$ cat config.mk
export PLATFORM = sky130hd
export DESIGN_NAME = arms_ctrl
export DESIGN_NICKNAME = d
export VERILOG_FILES = /design/src/sv/arms_pkg.sv /design/src/sv/arms_ctrl.sv
export SDC_FILE = /design/constraint.sdc
export NUM_CORES = 1
export LEC_CHECK = 0
export ABC_CLOCK_PERIOD_IN_PS = 1200
export BUFFER_PORTS_ARGS = -buffer_cell sky130_fd_sc_hd__buf_2
export CORE_AREA = 10 10 47 49
export DETAILED_ROUTE_END_ITERATION = 8
export DIE_AREA = 0 0 57 59
export GPL_TIMING_DRIVEN = 0
export HOLD_SLACK_MARGIN = 0.02
export PLACE_DENSITY = 0.66
export SLEW_MARGIN = 15
export SYNTH_ARGS = -nofsm -noshare
export SYNTH_HDL_FRONTEND = slang
export SYNTH_SLANG_ARGS = --single-unit
$ cat constraint.sdc
create_clock -name clock -period 1.2 [get_ports clock]
set_clock_uncertainty 0.2 [all_clocks]
set_input_delay 0.12 -clock clock [delete_from_list [all_inputs] [get_ports clock]]
set_output_delay 0.12 -clock clock [all_outputs]
set_load 0.005 [all_outputs]
$ cat src/sv/arms_pkg.sv
// ---------------------------------------------------------------------------
// arms_pkg
// Types, constants and codes shared by the routing mode selector modules.
// ---------------------------------------------------------------------------
package arms_pkg;

   localparam int COUNTER_BITS_DEFAULT = 48;
   localparam int FRAC_BITS_DEFAULT    = 16;

   localparam int LEN_BITS  = 32;
   localparam int MODE_BITS = 16;
   localparam int EP_BITS   = 16;
   localparam int FL_BITS   = 8;
   localparam int ACC_BITS  = 64;
   localparam int Q_BITS    = 48;
   localparam int SGN_BITS  = Q_BITS + 4;
   localparam int MAG_BITS  = Q_BITS + 3;
   localparam int F64_BITS  = LEN_BITS + 3;
   localparam int PROD_BITS = F64_BITS + MAG_BITS;
   localparam int MUL_STEPS = MAG_BITS;
   localparam int MCNT_BITS = $clog2(MUL_STEPS + 1);
   localparam int RSP_DATA_BITS = 24;
   localparam int CSR_IDX_BITS  = 2;
   localparam int CSR_DATA_BITS = 32;

   localparam logic [LEN_BITS-1:0]  CUTOFF_RESET    = 32'd4096;
   localparam logic [MODE_BITS-1:0] LL_CODE_RESET   = 16'd3;
   localparam logic [MODE_BITS-1:0] LS_CODE_RESET   = 16'd0;
   localparam logic [FL_BITS-1:0]   FRESH_LIM_RESET = 8'd5;
   localparam logic [MODE_BITS-1:0] MODE_NONE       = 16'hFFFF;

   // Cycle-scale factors of the cost model, per decision case.
   localparam logic [9:0] C_FRESH = 10'd800;
   localparam logic [9:0] C_LL    = 10'd200;
   localparam logic [9:0] C_LS    = 10'd100;

   localparam logic [CSR_IDX_BITS-1:0] CSR_CUTOFF    = 2'd0;
   localparam logic [CSR_IDX_BITS-1:0] CSR_LL_CODE   = 2'd1;
   localparam logic [CSR_IDX_BITS-1:0] CSR_LS_CODE   = 2'd2;
   localparam logic [CSR_IDX_BITS-1:0] CSR_FRESH_LIM = 2'd3;

   localparam logic OP_BULK  = 1'b0;
   localparam logic OP_SHORT = 1'b1;

   localparam logic DIV_SEL_LAT   = 1'b0;
   localparam logic DIV_SEL_STALL = 1'b1;

   typedef enum logic [2:0] {
      ST_IDLE,
      ST_PREP,
      ST_MUL,
      ST_PICK,
      ST_DLOAD_LAT,
      ST_DRUN_LAT,
      ST_DLOAD_STL,
      ST_DRUN_STL
   } arms_state_type;

   typedef struct packed {
      logic accept;
      logic prep;
      logic mul_step;
      logic pick;
      logic div_load;
      logic div_step;
      logic div_sel;
      logic emit;
   } arms_cmd_type;

   typedef struct packed {
      logic need_mul;
      logic need_div;
      logic div_pend;
      logic mul_last;
      logic div_last;
   } arms_status_type;

endpackage

$ cat src/sv/arms_ctrl.sv
// ---------------------------------------------------------------------------
// arms_ctrl
// Sequencer of the routing mode selector: accepts a post, steps the
// multiplier and divider, and owns the result beat's valid flag.
// ---------------------------------------------------------------------------
module arms_ctrl (
   input  logic                      clock,
   input  logic                      reset,
   input  logic                      req_tvalid,
   output logic                      req_tready,
   output logic                      rsp_tvalid,
   input  logic                      rsp_tready,
   input  arms_pkg::arms_status_type status,
   output arms_pkg::arms_cmd_type    cmd
);
   import arms_pkg::*;

   arms_state_type state_ff, state_in;
   logic           rsp_valid_ff, rsp_valid_in;
   logic           slot_free;

   // The result is emitted only from the final state, once the mode registers
   // hold this post's outcome and the output register can take it.
   logic emit_now;

   assign slot_free = !rsp_valid_ff || rsp_tready;

   always_ff @(posedge clock) begin
      if (reset) begin
         state_ff     <= ST_IDLE;
         rsp_valid_ff <= 1'b0;
      end else begin
         state_ff     <= state_in;
         rsp_valid_ff <= rsp_valid_in;
      end
   end

   always_comb begin
      state_in = state_ff;
      case (state_ff)
         ST_IDLE: begin
            if (req_tvalid) state_in = ST_PREP;
         end
         ST_PREP: begin
            if (status.need_mul) state_in = ST_MUL;
            else if (status.need_div) state_in = ST_DLOAD_LAT;
            else state_in = ST_DRUN_STL;
         end
         ST_MUL: begin
            if (status.mul_last) state_in = ST_PICK;
         end
         ST_PICK: begin
            if (status.div_pend) state_in = ST_DLOAD_LAT;
            else state_in = ST_DRUN_STL;
         end
         ST_DLOAD_LAT: state_in = ST_DRUN_LAT;
         ST_DRUN_LAT: begin
            if (status.div_last) state_in = ST_DLOAD_STL;
         end
         ST_DLOAD_STL: state_in = ST_DRUN_STL;
         ST_DRUN_STL: begin
            // Also serves as the wait for a free output slot once the
            // divider has finished or when no division was needed.
            if (emit_now) state_in = ST_IDLE;
         end
         default: state_in = ST_IDLE;
      endcase
   end

   // Emission happens at the end of the stall division, or while waiting for
   // the output slot.
   logic div_done_ff, div_done_in;

   always_ff @(posedge clock) begin
      if (reset) begin
         div_done_ff <= 1'b0;
      end else begin
         div_done_ff <= div_done_in;
      end
   end

   always_comb begin
      div_done_in = div_done_ff;
      case (state_ff)
         ST_PREP:      div_done_in = !status.need_mul && !status.need_div;
         ST_PICK:      div_done_in = !status.div_pend;
         ST_DLOAD_STL: div_done_in = 1'b0;
         ST_DRUN_STL:  begin
            if (status.div_last) div_done_in = 1'b1;
            if (emit_now) div_done_in = 1'b0;
         end
         default: div_done_in = div_done_ff;
      endcase
   end

   always_comb begin
      emit_now = 1'b0;
      case (state_ff)
         ST_DRUN_STL: emit_now = (div_done_ff || status.div_last) && slot_free;
         default:     emit_now = 1'b0;
      endcase
   end

   always_comb begin
      cmd          = '0;
      req_tready   = (state_ff == ST_IDLE);
      cmd.accept   = (state_ff == ST_IDLE) && req_tvalid;
      cmd.emit     = emit_now;
      case (state_ff)
         ST_PREP:      cmd.prep = 1'b1;
         ST_MUL:       cmd.mul_step = 1'b1;
         ST_PICK:      cmd.pick = 1'b1;
         ST_DLOAD_LAT: begin
            cmd.div_load = 1'b1;
            cmd.div_sel  = DIV_SEL_LAT;
         end
         ST_DRUN_LAT:  begin
            cmd.div_step = 1'b1;
            cmd.div_sel  = DIV_SEL_LAT;
         end
         ST_DLOAD_STL: begin
            cmd.div_load = 1'b1;
            cmd.div_sel  = DIV_SEL_STALL;
         end
         ST_DRUN_STL:  begin
            cmd.div_step = !div_done_ff;
            cmd.div_sel  = DIV_SEL_STALL;
         end
         default:      cmd.prep = 1'b0;
      endcase
   end

   always_comb begin
      rsp_valid_in = rsp_valid_ff;
      if (rsp_tready) rsp_valid_in = 1'b0;
      if (emit_now) rsp_valid_in = 1'b1;
   end

   assign rsp_tvalid = rsp_valid_ff;

endmodule

==> metrics.csv <==
stage;metric;value;unit
clock_network;CTS root buffer;clkbuf_4;
synthesis;most frequent cell after synthesis;a21oi_1;
power_and_ir_drop;P_leak;0.326;nW
place;gpl congestion;0.835;
detailed_routing;Total Wirelength;1.42;mm
run_status;failing checks;hold timing, setup timing;
floorplanning;# rows;14;
clock_network;Clock transition at path regs;0.05;ns
detailed_routing;initial DRC count;16;
setup_path;maximum fanout along the worst path;3;
grt;GR Util All Layers;0.0822;
finish;Finished Core Util;0.505;
place;dpl cells;87;
clock_network;H-tree Lvls;1;
synthesis;Post-Syn Area;403;sq um
timing;Slew Limit Headroom;0.855;
timing;Setup violations, final;11;
timing;PnR worst setup slack;-0.306;ns
timing;unrepaired setup endpoints after global routing;yes;
grt;largest net degree at the start of global routing;11;
floorplanning;core area;1400;sq um
timing;setup TNS;-2.21;ns
finish;ANT cells;0;
timing;Hold Slack;-0.00770;ns
detailed_routing;Post-DRT Antenna Nets;0;
timing;final period utilization;1.26;
detailed_routing;DR pass1 iterations;4;
finish;Nets;95;
place;DP HPWL;916;microns
finish;area grow syn2layout;75.8;%
synthesis;Cells after Synth;53;
clock_network;Post-CTS Hold Buffers;1;
power_and_ir_drop;worst vdd ir;0.000631;V
synthesis;top post-synthesis cells by area;dfxtp_1 (25%), a21oi_1 (8.7%), nor3_1 (6.2%);
synthesis;synth warn;0;
timing;Worst-Margin Slew;0.215;ns
floorplanning;height of the die;59;microns
synthesis;library cells used by synthesis;26;
floorplanning;IO Count;19;
clock_network;clock tree buffer depth;2;
timing;endpoints failing hold;1;
grt;initial antenna violation count;0;
detailed_routing;total number of vias;521;
power_and_ir_drop;Tot Pwr;1.11;mW
finish;Finished Layout Cells;101;
synthesis;largest area contributor in the netlist;dfxtp_1;
run;Max Cap Viol;0;
detailed_routing;Via density;5.16;
synthesis;top post-synthesis cells by count;a21oi_1 (7), dfxtp_1 (5), nor3_1 (5);
synthesis;Avg Inst Size Synth;7.60;sq um
power_and_ir_drop;PwrDens;1570;nW/um^2
synthesis;#FFs+latches synth;5;
clock_network;CTS Buf Count;3;
grt;first-pass GRT wire length;2.31;mm
floorplanning;Initial Utilization;0.287;
finish;share of cells above drive strength 1;0.682;
grt;GRT overflow;0;
hold_path;Hold Crit Class;in -> reg;
place;PortBufs;18;
synthesis;Syn Nets;62;
timing;final slew viol count;0;
setup_path;Data required, critical path;0.88;ns
synthesis;Synth top area share;0.248;
setup_path;critical path class;reg -> out;
floorplanning;die width;57;microns
run_status;outcome;finished with violations;
floorplanning;die area;3360;sq um
synthesis;register area share after synthesis;0.248;
timing;Fmax;0.664;GHz
grt;vias in the first global route;545;
clock_network;CTS tree;done;
setup_path;Critical Path Source Type;register;
clock_network;Clock Latency Late Sink;0.25;ns
synthesis;Async SR Flop Fraction;0;
detailed_routing;drt drc;0;
synthesis;Top FF cell, synth;dfxtp_1;
detailed_routing;Wirelength per Cell;14.0;microns
synthesis;EDFF count, synth;0;
timing;Min Clock Period, post-route;1.51;ns
clock_network;Sink Count;5;
setup_path;Worst EP arrival;1.19;ns
setup_path;CP endpoint kind;output port;
[sequential cells by signal, summed over array words and instances (netlist names)]
register / flops
div_done_ff: 1
rsp_tvalid: 1
state_ff: 3
[cells in the final DEF, fill, tap and decap left out]
master | netlist | routed
a211oi_2 | 1 | 1
a21oi_1 | 7 | 5
a21oi_2 | 1 | 2
a21oi_4 | 0 | 1
a311oi_1 | 1 | 1
and2_1 | 2 | 1
and2_4 | 0 | 1
and2b_1 | 1 | 1
and4_4 | 0 | 1
buf_2 | 1 | 19
buf_4 | 2 | 8
buf_6 | 1 | 4
clkbuf_1 | 0 | 1
clkbuf_4 | 0 | 3
dfxtp_1 | 5 | 1
dfxtp_2 | 0 | 3
dfxtp_4 | 0 | 1
dlygate4sd3_1 | 0 | 1
inv_1 | 4 | 2
inv_4 | 0 | 2
nand2_1 | 3 | 2
nand2_4 | 0 | 1
nand2b_4 | 0 | 1
nand3_1 | 1 | 1
nor2_1 | 2 | 1
nor2_2 | 0 | 1
nor2b_1 | 2 | 2
nor3_1 | 5 | 1
nor3_2 | 0 | 3
nor3_4 | 0 | 1
nor4b_2 | 1 | 1
o21a_1 | 1 | 1
o21ai_0 | 4 | 2
o21ai_1 | 1 | 2
o21ai_2 | 0 | 1
o221a_1 | 1 | 1
o22ai_1 | 1 | 1
o22ai_2 | 1 | 1
or2_4 | 2 | 2
[power breakdown]
part           leakage, nW  switching, mW  total (mW)  internal (mW)
Combinational        0.268          0.324       0.659          0.335
Sequential          0.0428         0.0288       0.240          0.211
Clock               0.0150         0.0855       0.212          0.127
Total                0.326          0.439        1.11          0.673
[layer usage]
layer | up-vias | global-route usage | share of wire
met5 | - | 0 | 0
met3 | 5 | 0.0107 | 0.035
met4 | 0 | 0.0503 | 0.028
li1 | 256 | - | -
met1 | 243 | 0.0905 | 0.41
met2 | 17 | 0.146 | 0.52
[worst max-delay path: stages, from the launching register on]
cell	delay (ns)
dfxtp_2	0.32
or2_4	0.23
and4_4	0.15
buf_4	0.12
buf_2	0.12
[kinds of logic after synthesis]
group | after synthesis | share of synthesized area
flip-flops | 5 | 0.248
AO/OA/AOI/OAI | 19 | 0.317
buffers and inverters | 8 | 0.115
AND/OR/NAND/NOR | 21 | 0.320
[final timing paths]
check / from / to / slack (ns) / depth (start not counted)
setup / recovery: div_done_ff / cmd[0] / -0.31 / 4
hold / removal: rsp_tready / rsp_tvalid / -0.008 / 3
hold reg to reg: rsp_tvalid / rsp_tvalid / 0.34 / 2
setup reg to reg: div_done_ff / div_done_ff / -0.20 / 5
[per-stage QoR]
| step | worst slack (ns) | area, sq um |
|---|---|---|
| floorplan | -0.0814 | 428 |
| global placement | -0.164 | 538 |
| detailed placement | -0.179 | 538 |
| CTS | -0.294 | 683 |
| global route | -0.331 | 708 |
| finish | -0.306 | 708 |
[what timing repair did]
| action | 4_1_cts | 5_1_grt |
|---|---|---|
| cloned | 0 | 0 |
| resized for setup | 18 | 4 |
| setup endpoints to repair | 14 | 13 |
| endpoints found under the hold margin | 5 | 1 |
| pin swaps | 5 | 2 |
| buffers inserted | 8 | 1 |
[final cells by class]
| type | instances | area (sq um) |
|---|---|---|
| Inverter | 4 | 20.0 |
| Multi-Input combinational cell | 40 | 324 |
| Fill cell | 140 | 693 |
| Timing Repair Buffer | 28 | 175 |
| Buffer | 4 | 35.0 |
| Tap cell | 16 | 20.0 |
| Clock buffer | 4 | 26.3 |
| Sequential cell | 5 | 108 |
Note: power is estimated with default switching activity, not from simulation.
